[src/nrd_pkg.sv]
// Types and constants shared by the response deframer modules.
package nrd_pkg;

    localparam logic [7:0] READY_BYTE = 8'h01;
    localparam logic [7:0] ZERO_BYTE  = 8'h00;
    localparam logic [7:0] FF_BYTE    = 8'hFF;
    localparam logic [7:0] RESP_ID    = 8'hD5;
    localparam logic [7:0] MAX_PAYLOAD_RESET = 8'hFF;

    typedef enum logic [1:0] {
        KIND_DATA = 2'd0,
        KIND_ACK  = 2'd1,
        KIND_OK   = 2'd2,
        KIND_FAIL = 2'd3
    } t_kind;

    typedef enum logic [2:0] {
        PH_HUNT      = 3'd0,
        PH_LEN       = 3'd1,
        PH_AFTER_LEN = 3'd2,
        PH_IDENT     = 3'd3,
        PH_BODY      = 3'd4,
        PH_WAIT      = 3'd5,
        PH_DONE      = 3'd6
    } t_phase;

    typedef struct packed {
        logic [7:0] rx_byte;
        logic       block_start;
        logic       block_end;
    } t_in_item;

    typedef struct packed {
        t_kind      kind;
        logic [7:0] data_byte;
        logic [7:0] payload_count;
        logic       last;
    } t_out_item;

    typedef struct packed {
        logic      have;
        t_out_item item;
    } t_parse_res;

endpackage

[src/nrd_in_reg.sv]
// Input register stage of the response deframer.
module nrd_in_reg (
    input  logic              i_clk,
    input  logic              i_rst_n,
    input  logic              i_in_valid,
    input  nrd_pkg::t_in_item i_in_item,
    output logic              o_in_stall,
    input  logic              i_advance,
    output logic              o_valid,
    output nrd_pkg::t_in_item o_item
);

    logic              r_valid;
    nrd_pkg::t_in_item r_item;
    logic              load;

    // The stage takes a new item when it is empty or its item moves on.
    assign load       = !r_valid || i_advance;
    assign o_in_stall = !load;

    always_ff @(posedge i_clk) begin
        if (!i_rst_n) begin
            r_valid <= 1'b0;
        end else if (load) begin
            r_valid <= i_in_valid;
        end
    end

    always_ff @(posedge i_clk) begin
        if (load && i_in_valid) begin
            r_item <= i_in_item;
        end
    end

    assign o_valid = r_valid;
    assign o_item  = r_item;

endmodule

[src/nrd_parser.sv]
// Frame parser state machine: consumes one byte per fire and forms its result.
module nrd_parser (
    input  logic                i_clk,
    input  logic                i_rst_n,
    input  logic                i_fire,
    input  nrd_pkg::t_in_item   i_item,
    input  logic [7:0]          i_max_payload,
    output nrd_pkg::t_parse_res o_res
);

    nrd_pkg::t_phase r_phase, n_phase;
    logic [1:0]      r_prog, n_prog;
    logic [7:0]      r_len, n_len;
    logic [7:0]      r_pos, n_pos;
    logic [7:0]      r_cnt, n_cnt;
    logic            r_at_head;

    nrd_pkg::t_phase e_phase, sw_phase;
    logic [1:0]      e_prog;
    logic [7:0]      e_len, e_pos, e_cnt, b;
    logic            head, skip, is_end, body_last, deliver;

    assign b      = i_item.rx_byte;
    assign is_end = i_item.block_end;
    assign head   = i_item.block_start || r_at_head;
    assign skip   = head && (b == nrd_pkg::READY_BYTE);

    // A block head clears all frame state before the byte is looked at.
    assign e_phase = head ? nrd_pkg::PH_HUNT : r_phase;
    assign e_prog  = head ? 2'd0 : r_prog;
    assign e_len   = head ? 8'd0 : r_len;
    assign e_pos   = head ? 8'd0 : r_pos;
    assign e_cnt   = head ? 8'd0 : r_cnt;

    assign body_last = ({1'b0, e_pos} + 9'd1) >= {1'b0, e_len};
    assign deliver   = !is_end && (e_cnt < i_max_payload);

    // Next state.
    always_comb begin
        sw_phase = e_phase;
        n_prog   = e_prog;
        n_len    = e_len;
        n_pos    = e_pos;
        n_cnt    = e_cnt;
        if (!skip) begin
            unique case (e_phase)
                nrd_pkg::PH_HUNT: begin
                    if (b == nrd_pkg::FF_BYTE && e_prog == 2'd2) begin
                        sw_phase = nrd_pkg::PH_LEN;
                        n_prog   = 2'd0;
                    end else if (b == nrd_pkg::ZERO_BYTE) begin
                        if (e_prog < 2'd2) begin
                            n_prog = e_prog + 2'd1;
                        end
                    end else begin
                        n_prog = 2'd0;
                    end
                end
                nrd_pkg::PH_LEN: begin
                    n_len    = b;
                    sw_phase = nrd_pkg::PH_AFTER_LEN;
                end
                nrd_pkg::PH_AFTER_LEN: begin
                    if (e_len == 8'd0 && b != nrd_pkg::FF_BYTE) begin
                        sw_phase = nrd_pkg::PH_DONE;
                    end else begin
                        sw_phase = nrd_pkg::PH_IDENT;
                    end
                end
                nrd_pkg::PH_IDENT: begin
                    if (e_len == 8'd0) begin
                        sw_phase = (b == nrd_pkg::ZERO_BYTE) ? nrd_pkg::PH_WAIT
                                                              : nrd_pkg::PH_DONE;
                    end else if (b != nrd_pkg::RESP_ID) begin
                        sw_phase = nrd_pkg::PH_DONE;
                    end else begin
                        n_pos    = 8'd0;
                        sw_phase = nrd_pkg::PH_BODY;
                    end
                end
                nrd_pkg::PH_BODY: begin
                    if (body_last) begin
                        sw_phase = nrd_pkg::PH_DONE;
                    end else begin
                        n_pos = e_pos + 8'd1;
                        if (deliver) begin
                            n_cnt = e_cnt + 8'd1;
                        end
                    end
                end
                default: begin
                end
            endcase
        end
        // A block that ends in any phase up to the body, hunting included, ends with failure.
        if (is_end && sw_phase <= nrd_pkg::PH_BODY) begin
            n_phase = nrd_pkg::PH_DONE;
        end else begin
            n_phase = sw_phase;
        end
    end

    // Result of this byte.
    always_comb begin
        o_res.have               = 1'b0;
        o_res.item.kind          = nrd_pkg::KIND_DATA;
        o_res.item.data_byte     = 8'd0;
        if (!skip) begin
            unique case (e_phase)
                nrd_pkg::PH_AFTER_LEN: begin
                    if (e_len == 8'd0 && b != nrd_pkg::FF_BYTE) begin
                        o_res.have      = 1'b1;
                        o_res.item.kind = nrd_pkg::KIND_FAIL;
                    end
                end
                nrd_pkg::PH_IDENT: begin
                    if (e_len == 8'd0) begin
                        o_res.have      = 1'b1;
                        o_res.item.kind = (b == nrd_pkg::ZERO_BYTE) ? nrd_pkg::KIND_ACK
                                                                     : nrd_pkg::KIND_FAIL;
                    end else if (b != nrd_pkg::RESP_ID) begin
                        o_res.have      = 1'b1;
                        o_res.item.kind = nrd_pkg::KIND_FAIL;
                    end
                end
                nrd_pkg::PH_BODY: begin
                    if (body_last) begin
                        o_res.have      = 1'b1;
                        o_res.item.kind = nrd_pkg::KIND_OK;
                    end else if (deliver) begin
                        o_res.have           = 1'b1;
                        o_res.item.kind      = nrd_pkg::KIND_DATA;
                        o_res.item.data_byte = b;
                    end
                end
                default: begin
                end
            endcase
        end
        if (is_end && sw_phase <= nrd_pkg::PH_BODY) begin
            o_res.have           = 1'b1;
            o_res.item.kind      = nrd_pkg::KIND_FAIL;
            o_res.item.data_byte = 8'd0;
        end
        o_res.item.payload_count = (o_res.item.kind == nrd_pkg::KIND_ACK) ? 8'd0 : n_cnt;
        o_res.item.last = (o_res.item.kind == nrd_pkg::KIND_OK)
                       || (o_res.item.kind == nrd_pkg::KIND_FAIL);
    end

    always_ff @(posedge i_clk) begin
        if (!i_rst_n) begin
            r_phase   <= nrd_pkg::PH_HUNT;
            r_prog    <= 2'd0;
            r_len     <= 8'd0;
            r_pos     <= 8'd0;
            r_cnt     <= 8'd0;
            r_at_head <= 1'b1;
        end else if (i_fire) begin
            r_phase   <= n_phase;
            r_prog    <= n_prog;
            r_len     <= n_len;
            r_pos     <= n_pos;
            r_cnt     <= n_cnt;
            r_at_head <= is_end;
        end
    end

endmodule

[src/nrd_out_reg.sv]
// Result register stage of the response deframer.
module nrd_out_reg (
    input  logic                i_clk,
    input  logic                i_rst_n,
    input  logic                i_load,
    input  logic                i_valid,
    input  nrd_pkg::t_parse_res i_res,
    output logic                o_out_valid,
    output nrd_pkg::t_out_item  o_out_item
);

    logic               r_valid;
    nrd_pkg::t_out_item r_item;

    always_ff @(posedge i_clk) begin
        if (!i_rst_n) begin
            r_valid <= 1'b0;
        end else if (i_load) begin
            r_valid <= i_valid && i_res.have;
        end
    end

    always_ff @(posedge i_clk) begin
        if (i_load && i_valid && i_res.have) begin
            r_item <= i_res.item;
        end
    end

    assign o_out_valid = r_valid;
    assign o_out_item  = r_item;

endmodule

[src/nfc_response_deframer_with_ack.sv]
// Top level of the reader-link response deframer.
//
// The input channel (i_in_valid, i_in_item, o_in_stall) carries one link byte per
// item, with flags that mark the first and last byte of a read block. The output
// channel (o_out_valid, o_out_item, i_out_stall) carries at most one result item
// per input item: a payload byte, an acknowledge, frame ok, or failure.
// The max_payload register is written through i_cfg_we / i_cfg_data and resets
// to 255; the user must write it only while the block is idle, since the block
// itself does not enforce this. An item accepted at a clock edge is held in the
// input register and parsed by the state machine there; its result, if any, is
// loaded into the result register when the pipeline next advances. One item is
// taken every cycle while the receiver does not stall; the parser state updates
// in a single pass, so nothing limits the rate below that.
// When the receiver stalls, the result register holds its item, the input
// register fills, and o_in_stall rises until the result is taken; no item is
// lost or repeated. Synchronous reset empties both registers, returns the parser
// to preamble hunting and treats the next byte as the head of a block.
module nfc_response_deframer_with_ack (
    input  logic               i_clk,
    input  logic               i_rst_n,
    input  logic               i_in_valid,
    input  nrd_pkg::t_in_item  i_in_item,
    output logic               o_in_stall,
    output logic               o_out_valid,
    output nrd_pkg::t_out_item o_out_item,
    input  logic               i_out_stall,
    input  logic               i_cfg_we,
    input  logic [7:0]         i_cfg_data
);

    logic                r_max_payload;
    logic [7:0]          r_max_payload_q;
    logic                advance;
    logic                stage_valid;
    logic                fire;
    nrd_pkg::t_in_item   stage_item;
    nrd_pkg::t_parse_res parse_res;

    // Configuration register; the one-bit flag only records that a write happened
    // since reset so that the reset value is held until then.
    always_ff @(posedge i_clk) begin
        if (!i_rst_n) begin
            r_max_payload   <= 1'b0;
            r_max_payload_q <= nrd_pkg::MAX_PAYLOAD_RESET;
        end else if (i_cfg_we) begin
            r_max_payload   <= 1'b1;
            r_max_payload_q <= i_cfg_data;
        end
    end

    // The pipeline moves whenever the result register is empty or being taken.
    assign advance = !o_out_valid || !i_out_stall;
    assign fire    = stage_valid && advance;

    nrd_in_reg u_in_reg (
        .i_clk      (i_clk),
        .i_rst_n    (i_rst_n),
        .i_in_valid (i_in_valid),
        .i_in_item  (i_in_item),
        .o_in_stall (o_in_stall),
        .i_advance  (advance),
        .o_valid    (stage_valid),
        .o_item     (stage_item)
    );

    nrd_parser u_parser (
        .i_clk         (i_clk),
        .i_rst_n       (i_rst_n),
        .i_fire        (fire),
        .i_item        (stage_item),
        .i_max_payload (r_max_payload ? r_max_payload_q : nrd_pkg::MAX_PAYLOAD_RESET),
        .o_res         (parse_res)
    );

    nrd_out_reg u_out_reg (
        .i_clk       (i_clk),
        .i_rst_n     (i_rst_n),
        .i_load      (advance),
        .i_valid     (stage_valid),
        .i_res       (parse_res),
        .o_out_valid (o_out_valid),
        .o_out_item  (o_out_item)
    );

endmodule

[config.mk]
export PLATFORM = sky130hd
export DESIGN_NAME = nfc_response_deframer_with_ack
export DESIGN_NICKNAME = d
export VERILOG_FILES = /design/src/nrd_pkg.sv /design/src/nrd_in_reg.sv /design/src/nrd_parser.sv /design/src/nrd_out_reg.sv /design/src/nfc_response_deframer_with_ack.sv
export SDC_FILE = /design/constraint.sdc
export NUM_CORES = 1
export LEC_CHECK = 0
export BUFFER_PORTS_ARGS = -buffer_cell sky130_fd_sc_hd__buf_4
export CAP_MARGIN = 15
export CORE_MARGIN = 4
export CORE_UTILIZATION = 30
export DETAILED_ROUTE_END_ITERATION = 16
export GPL_TIMING_DRIVEN = 1
export SYNTH_ARGS = -nofsm -noshare
export SYNTH_HDL_FRONTEND = slang
export SYNTH_SLANG_ARGS = --single-unit
[constraint.sdc]
create_clock -name i_clk -period 5.6 [get_ports i_clk]
set_input_delay 0.84 -clock i_clk [delete_from_list [all_inputs] [get_ports i_clk]]
set_output_delay 0.84 -clock i_clk [all_outputs]
set_load 0.03 [all_outputs]
# ---- Word-level counts from Yosys, hierarchy flattened
# Index checks and enable logic that the tools add are counted.
dict set report totals {
  regBits 70
  inputBits 23
  word_cells 103
}
dict set report op_classes {
  n_addsub 4
  magnitude_cmp 4
  n_eq_ne 12
  muxes 42
  n_bitwise 2
  n_reduce_logical 22
}
# operator count
set op_table {}
lappend op_table {{8-bit two-way mux} 16}
lappend op_table {{11-bit two-way mux} 3}
lappend op_table {{3-bit two-way mux} 11}
lappend op_table {{2-bit two-way mux} 9}
lappend op_table {{8-bit by 1-bit adder with 8-bit output (second input constant)} 2}
lappend op_table {{8-bit zero test} 2}
lappend op_table {{8-bit inequality test (second input constant)} 2}
lappend op_table {{8-bit one-hot mux with 2 select lines} 1}
lappend op_table {{3-bit one-hot mux with 5 select lines} 1}
lappend op_table {{8-bit by 1-bit adder with 9-bit output (second input constant)} 1}
lappend op_table {{9-bit by 8-bit greater-or-equal comparator with 1-bit output} 1}
lappend op_table {{1-bit logical AND} 9}
lappend op_table {{3-bit one-hot mux with 3 select lines} 1}
lappend op_table {{8-bit by 1-bit equality test with 1-bit output (second input constant)} 1}
lappend op_table {{8-bit equality test (second input constant)} 1}
lappend op_table {{8-bit < comparator} 1}
lappend op_table {{2-bit equality test (second input constant)} 3}
lappend op_table {{3-bit by 2-bit equality test with 1-bit output (second input constant)} 2}
lappend op_table {{1-bit zero test} 5}
lappend op_table {{5-bit OR reduction} 1}
lappend op_table {{1-bit logical OR} 4}
lappend op_table {{3-bit by 1-bit equality test with 1-bit output (second input constant)} 1}
lappend op_table {{3-bit equality test (second input constant)} 1}
lappend op_table {{3-bit <= comparator (second input constant)} 1}
lappend op_table {{other kinds (5)} 6}

# ---- Longest topological paths before layout
# Gate-level depths: netlist of run 1.
dict set report depth {
  ltp_word 12
  mapped_depth 18
  depth_no_buf 15
}

# ---- Modules after synthesis
# Synthesis of run 1 repeated with hierarchy kept, for this count alone.
dict set report hier_totals {
  cells_unflattened 412
  hier_area_um2 3911.3
}
# module n_inst cells_each area_each_um2 seq_area_each_um2
set by_module_without_submodules {}
lappend by_module_without_submodules {nrd_parser 1 337 2573.7 600.6}
lappend by_module_without_submodules {nrd_out_reg 1 23 615.6 590.6}
lappend by_module_without_submodules {nfc_response_deframer_with_ack 1 38 374.1 180.2}
lappend by_module_without_submodules {nrd_in_reg 1 14 347.8 320.3}

# ---- Worst setup path before layout of run 1
# OpenSTA, ideal clock, no wires.
dict set report synth_path {
  path_type {reg2reg}
  from {register u_in_reg.r_item, in the netlist u_in_reg.o_item[1]}
  to {register u_out_reg.r_item, in the netlist u_out_reg.o_out_item[10] (enable)}
  arrival_time_ns 4.508
  required_ns 5.182
  path_slack_ns 0.674
  path_stages_with_launch 16
  n_path_buf 3
  synth_period_minus_slack_ns 4.926
  path_cell_list {edfxtp_1 > nor2_1 > clkbuf_1 > clkbuf_1 > clkbuf_1 > and2_1 > ha_1 > and3_1 > xnor2_1 > ha_1 > and3_1 > o31ai_1 > a31oi_1 > o21ai_2 > a21oi_1 > o21ai_0}
}
dict set report synth_between {
  elab_chain_cells 11
}
# element line_no
set synth_rtl {}
lappend synth_rtl {{start, declared} nrd_in_reg.sv:14} ;# nrd_pkg::t_in_item r_item;
lappend synth_rtl {{start signal, assigned} nrd_in_reg.sv:31} ;# r_item <= i_in_item;
lappend synth_rtl {{1-bit logical OR *} nrd_parser.sv:25} ;# assign head = i_item.block_start || r_at_head;
lappend synth_rtl {{8-bit two-way mux, or another cell as far along} nrd_parser.sv:32} ;# assign e_pos = head ? 8'd0 : r_pos;
lappend synth_rtl {{8-bit by 1-bit adder with 9-bit output, or another cell as far along} nrd_parser.sv:35} ;# assign body_last = ({1'b0, e_pos} + 9'd1) >= {1'b0, e_len};
lappend synth_rtl {{9-bit by 8-bit greater-or-equal comparator with 1-bit output, or another cell as far along} nrd_parser.sv:35}
lappend synth_rtl {{3-bit two-way mux, on equally long branches} {nrd_parser.sv:82, nrd_parser.sv:48, nrd_parser.sv:64}}
lappend synth_rtl {{3-bit one-hot mux with 5 select lines} nrd_parser.sv:46} ;# unique case (e_phase)
lappend synth_rtl {{3-bit two-way mux} nrd_parser.sv:45} ;# if (!skip) begin
lappend synth_rtl {{3-bit <= comparator} nrd_parser.sv:140} ;# if (is_end && sw_phase <= nrd_pkg::PH_BODY) begin
lappend synth_rtl {{1-bit logical AND} nrd_parser.sv:140}
lappend synth_rtl {{11-bit two-way mux *} nrd_parser.sv:140}
lappend synth_rtl {{1-bit logical AND *} nrd_out_reg.sv:24} ;# if (i_load && i_valid && i_res.have) begin
lappend synth_rtl {{end signal, assigned} nrd_out_reg.sv:25} ;# r_item <= i_res.item;
lappend synth_rtl {{end, declared} nrd_out_reg.sv:13} ;# nrd_pkg::t_out_item r_item;
# Mark *: on every way between the ends. The rest lies on a longest branch, timed or not.
# A chain may end at the register's enable or synchronous reset.

# ---- Worst setup path after layout of run 1
dict set report layout_path {
  from {register u_in_reg.r_item, in the netlist u_in_reg.o_item[1]}
  to {register u_out_reg.r_item, in the netlist u_out_reg.o_out_item[4] (enable)}
}
# Same word-level chain as after synthesis.

==> results.json, run 1 <==
{
  "layout.nets": 485,
  "crit_chain": "or2_1, buf_4, nor2_4, nand3_1, nor2_1, nand4_1, xor2_1, nor2_1, ha_1, a21oi_1, nand2_1, a41o_2, o21ai_2, a21oi_1, o21ai_2, buf_4",
  "drv_slew": 0,
  "grt_max_degree": 41,
  "path_class": "reg2reg",
  "cp-start-kind": "flip-flop",
  "cts-root-buf": "clkbuf_16",
  "max-slew-margin-rel_pct": 37.29,
  "cts_setup_buffers": 0,
  "vias_per_cell": 5.133,
  "ios": 44,
  "gp_congestion": 0.8933,
  "finClkSkew_ps": 4.685,
  "fin_area_um2": 4589,
  "period_share_pct": 75.97,
  "path_clk_slew_ps": 50,
  "place.detailed.hpwl_mm": 6.850,
  "grt_pass1_vias": 3063,
  "antenna_found_initial": 0,
  "max-cap-violations": 0,
  "synth_top_cell_area_share_pct": 22.00,
  "first_iter_violations": 215,
  "coreArea_um2": 12260,
  "hold_viol": 0,
  "p_clk_share_pct": 47.1,
  "power.share.combinational_pct": 6.5,
  "synth_top_area_cell": "edfxtp_1",
  "htreeDepth": 3,
  "arrival_ps": 4290,
  "numPortBuffers": 43,
  "synthesis.area_um2": 3822,
  "synth-edff-count": 28,
  "diodes": 0,
  "die_w_um": 120.9,
  "rsz0062_at_grt": "false",
  "cts.sinks": 69,
  "dieArea_um2": 14610,
  "firstDrtPassIters": 5,
  "drive_above_1_share_pct": 18.08,
  "rows": 40,
  "grt_overflow": 0,
  "required_ps": 5630,
  "place_area_um2": 4298,
  "clock_latency_ps": 330,
  "synth_warnings": 0,
  "crit_fanout": 14,
  "status": "complete, no violations",
  "period_minus_slack_ps": 4254,
  "wirelength_mm": 9.382,
  "async_flop_share_pct": 0,
  "syn2layout_area_growth_pct": 20.07,
  "pre_cts_ws_ps": 1360,
  "ctsHoldBuffers": 0,
  "numCtsBuffers": 9,
  "drt-wirelength-per-cell_um": 15.23,
  "sw_frac_of_total_pct": 22.72,
  "cts_tree": "yes",
  "end_kind": "flip-flop",
  "internal-power_mw": 0.9188,
  "final_common_cell": "nand2_1",
  "worstMarginPinSlew_ps": 938.7,
  "fill_cells": 1219,
  "seqCellArea_um2": 1662,
  "cts_resized": 0,
  "gr-usage-all-layers_pct": 13.41,
  "ys_seq_elements": 69,
  "leakagePower_nw": 1.745,
  "ys_types": 69,
  "p_total_mw": 1.189,
  "tns_ps": 0,
  "grt_pass1_wl_mm": 15.61,
  "antenna_left": 0,
  "power.density_nw_per_um2": 259.0,
  "peakVddDrop_mv": 0.1457,
  "seq_power_share_pct": 46.4,
  "synth_area_leaders": "edfxtp_1 22%, dfxtp_1 21%, ha_1 6.2%",
  "drc": 0,
  "vias": 3162,
  "die_h_um": 120.9,
  "synth_cells": 405,
  "synthFlopType": "dfxtp_1",
  "initial_utilization_pct": 31.17,
  "final_cell_mix": "56 x nand2_1, 47 x buf_4, 41 x dfxtp_1, 32 x nor2_1, 28 x edfxtp_1",
  "crit_path_max_incr_delay_ps": 520,
  "max_freq_mhz": 235.1,
  "multiInputGateArea_um2": 2051,
  "final-setup-viol-count": 0,
  "cts_buffer_depth": 2,
  "hold_slack_ps": 456.6,
  "cpMaxStageDelayCell": "o21ai_2",
  "yosysSeqAreaShare_pct": 43.47,
  "p_sw_mw": 0.2701,
  "min_path_type": "reg2reg",
  "avgSynthCellArea_um2": 9.438,
  "setup_slack_ps": 1346,
  "synth_fp_nets": 447
}
layer usage:
metal / wire [um] / GRT usage, %
met1: 4388 / 18.00
met2: 4377 / 20.81
met3: 361 / 2.145
met4: 255 / 6.870
met5: 0 / 0
logic make-up (layout without fill, tap and decap cells):
family          Yosys count  in the layout  share of synthesized area [%]
xor+xnor                  9              9                          2.062
simple gates            180            180                          25.34
compound gates           91             91                          16.99
mux                      11             11                          2.881
flops                    69             69                          43.47
fa+ha+maj                19             19                          6.219
buf+inv                  26             69                          3.044
area by class of cell:
class | count | area share (%)
multi-input combinational | 310 | 44.68
sequential | 69 | 36.20
timing repair buffer | 47 | 7.688
clock buffer | 10 | 5.207
tap | 168 | 4.580
clock inverter | 6 | 1.145
inverter | 6 | 0.4907
power by group through the flow:
| stage | combinational (mW) | sequential, mW | clock, mW |
|---|---|---|---|
| 6_report | 0.0776 | 0.551 | 0.560 |
| 3_3_place_gp | 0.0773 | 0.562 | 0 |
| 3_5_place_dp | 0.0785 | 0.562 | 0 |
| 2_1_floorplan | 0.0423 | 0.564 | 0 |
| 5_1_grt | 0.0856 | 0.553 | 0.593 |
| 4_1_cts | 0.0789 | 0.551 | 0.574 |
synth_stat cells (all sizes together), types with 9 or more instances:
library cell  count
nor2             34
a22oi             9
and2             20
o21ai            18
a21oi            20
edfxtp           28
ha               19
clkbuf           17
dfxtp            41
mux2i            11
nand3             9
nor2b            11
nand2            57
sequential cells by signal (all words and copies together), names as in the netlist:
name                   count
u_out_reg.o_out_item      18
u_parser.r_phase           3
u_parser.r_pos             8
u_out_reg.o_out_valid      1
u_in_reg.o_valid           1
r_max_payload              1
u_in_reg.o_item           10
u_parser.r_prog            2
u_parser.r_at_head         1
u_parser.r_cnt             8
u_parser.r_len             8
r_max_payload_q            8
critical path, delay by kind of cell, from the launching register on:
kind,cells,cell delay (ps)
XOR/XNOR,1,190
AO/OA/AOI/OAI,5,1380
adder cells (fa/ha/maj),1,310
AND/OR/NAND/NOR,7,1130
buffers and inverters,2,500
flip-flops,1,450
path summary, 6_finish.rpt:
check                           from                      end  slack [ps]  cells after the start
setup reg to reg  u_in_reg.o_item[1]  u_out_reg.o_out_item[4]        1350                     16
hold reg to reg    u_parser.r_cnt[1]        u_parser.r_cnt[1]         460                      2
setup / recovery  u_in_reg.o_item[1]  u_out_reg.o_out_item[4]        1350                     16
hold / removal     u_parser.r_cnt[1]        u_parser.r_cnt[1]         460                      2
stage by stage:
step                utilization (%)  cells
global placement              35.05    600
global route                  37.43    616
finish                        37.43    616
floorplan                         -    405
CTS                           37.43    616
detailed placement            35.05    600
(Power assumes the default switching activity.)
==> run 2, diff against run 1 <==
==> constraint.sdc (replaced) <==
create_clock -name i_clk -period 3.97 [get_ports i_clk]
set_input_delay 0.5955 -clock i_clk [delete_from_list [all_inputs] [get_ports i_clk]]
set_output_delay 0.5955 -clock i_clk [all_outputs]
set_load 0.03 [all_outputs]
==> results.json, run 2 (synthesis gave the netlist of run 1 again) <==
{
  "status": "complete, no violations",
  "drc": 0,
  "crit_fanout": 8,
  "die_h_um": 120.9,
  "grt_pass1_wl_mm": 15.53,
  "required_ps": 4210,
  "max-slew-margin-rel_pct": 31.77,
  "final_common_cell": "nand2_1",
  "fin_util_pct": 38.05,
  "crit_path_max_incr_delay_ps": 440,
  "final_cell_mix": "56 x nand2_1, 50 x buf_4, 41 x dfxtp_1, 31 x nor2_1, 28 x edfxtp_1",
  "cts_buffer_depth": 2,
  "period_minus_slack_ps": 3674,
  "hold_slack_ps": 436.4,
  "firstDrtPassIters": 5,
  "worstMarginPinSlew_ps": 1021,
  "min_path_cells": 1,
  "dieArea_um2": 14610,
  "layout.nets": 489,
  "drv_slew": 0,
  "grt_max_degree": 36,
  "cp-start-kind": "flip-flop",
  "gp_congestion": 0.8338,
  "min_to": "u_in_reg.o_item[0]",
  "peakVddDrop_mv": 0.2227,
  "grt_overflow": 0,
  "r2r-end": "u_parser.r_cnt[4]",
  "hold_viol": 0,
  "finClkSkew_ps": 3.631,
  "arrival_ps": 3910,
  "initial_utilization_pct": 31.17,
  "path_clk_slew_ps": 60,
  "max-cap-violations": 0,
  "rows": 40,
  "cpMaxStageDelayCell": "edfxtp_1",
  "r2r_cells": 16,
  "coreArea_um2": 12260,
  "antenna_found_initial": 0,
  "vias": 3158,
  "max_freq_mhz": 272.2,
  "cts_tree": "yes",
  "place.detailed.hpwl_mm": 6.922,
  "diodes": 0,
  "end_kind": "flip-flop",
  "holdCritStartpoint": "i_in_item[0]",
  "path_buf_inv": 1,
  "numPortBuffers": 43,
  "htreeDepth": 3,
  "power.density_nw_per_um2": 362.1,
  "leakagePower_nw": 1.773,
  "rsz0062_at_grt": "false",
  "largest_register_ffs": 18,
  "setup_slack_ps": 295.7,
  "reg2reg_from": "u_in_reg.o_item[1]",
  "path_class": "reg2reg",
  "crit_family": "simple AND/OR/NAND/NOR gates",
  "clock_latency_ps": 330,
  "vias_per_cell": 5.094,
  "gr-usage-all-layers_pct": 13.45,
  "tns_ps": 0,
  "grt_pass1_vias": 3119,
  "numCtsBuffers": 9,
  "antenna_left": 0,
  "drt-wirelength-per-cell_um": 15.36,
  "crit_top_cell": "nand4_1",
  "first_iter_violations": 150,
  "die_w_um": 120.9,
  "min_path_type": "in2reg",
  "cts.sinks": 69,
  "cts-root-buf": "clkbuf_16",
  "ios": 44,
  "pre_cts_ws_ps": 166.4,
  "crit_chain": "or2_1, nor2_4, nand3_2, nor2_2, nand4_1, xor2_1, nor2_1, ha_1, a21oi_1, nand2_1, a41o_2, nor3_4, buf_4, nand4_1, or3_1, a31oi_1",
  "final-setup-viol-count": 0,
  "drive_above_1_share_pct": 20.13,
  "syn2layout_area_growth_pct": 22.06,
  "wirelength_mm": 9.526,
  "ff2ff_setup_slack_ps": 300,
  "period_share_pct": 92.55
}
[run 2: stage by stage]
stage / total power, mW / cells / area [um2]
global placement: 0.9022 / 603 / 4334
CTS: 1.711 / 619 / 4634
detailed placement: 0.9043 / 603 / 4334
global route: 1.751 / 620 / 4666
finish: 1.689 / 620 / 4666
floorplan: 0.8552 / 405 / 3840
[run 2: where the power goes]
part	internal [mW]	leakage (nW)	switching, mW
clock network	0.501	0.149	0.299
logic	0.0433	1.03	0.0682
registers	0.758	0.598	0.0190
total	1.30	1.77	0.387
[run 2: metal layers]
metal | vias to the layer above | track usage (%) | part of all wire (%)
met5 | - | 0 | 0
met3 | 14 | 1.818 | 4.3
met1 | 1498 | 18.11 | 46
met4 | 0 | 7.153 | 2.4
li1 | 1572 | - | -
met2 | 74 | 20.91 | 48
[run 2: layout make-up]
cell class	count	area, um2
fill	1221	7596
tap	168	210.2
timing repair buffer	51	386.6
clock inverter	6	61.31
multi-input combinational	310	2085
sequential	69	1662
clock buffer	10	239.0
inverter	6	22.52
[run 2: repair_timing]
item / in CTS / in global routing
hold buffers: 0 / 0
buffers inserted: 0 / 1
hold endpoints to repair: 0 / 0
resized for setup: 0 / 5
setup endpoints to repair: 0 / 26
[run 2: worst reg2reg max path: stages (launching register included)]
cell and delay (ps):
edfxtp_1 440, or2_1 280, nor2_4 140, nand3_2 150, nor2_2 170, nand4_1 210
xor2_1 200, nor2_1 90, ha_1 260, a21oi_1 160, nand2_1 80, a41o_2 300
nor3_4 230, buf_4 190, nand4_1 170, or3_1 340, a31oi_1 160
[run 2: worst max-delay path by stage]
stage	start	endpoint	cells past startpoint
2_1_floorplan	u_in_reg.o_item[1]	u_out_reg.o_out_item[10]	16
4_1_cts	u_in_reg.o_item[1]	u_out_reg.o_out_item[8]	15
5_1_grt	u_in_reg.o_item[1]	u_parser.r_cnt[4]	16
6_report	u_in_reg.o_item[1]	u_parser.r_cnt[4]	16
3_3_place_gp	u_in_reg.o_item[1]	u_out_reg.o_out_item[8]	15
3_5_place_dp	u_in_reg.o_item[1]	u_parser.r_pos[7]	15
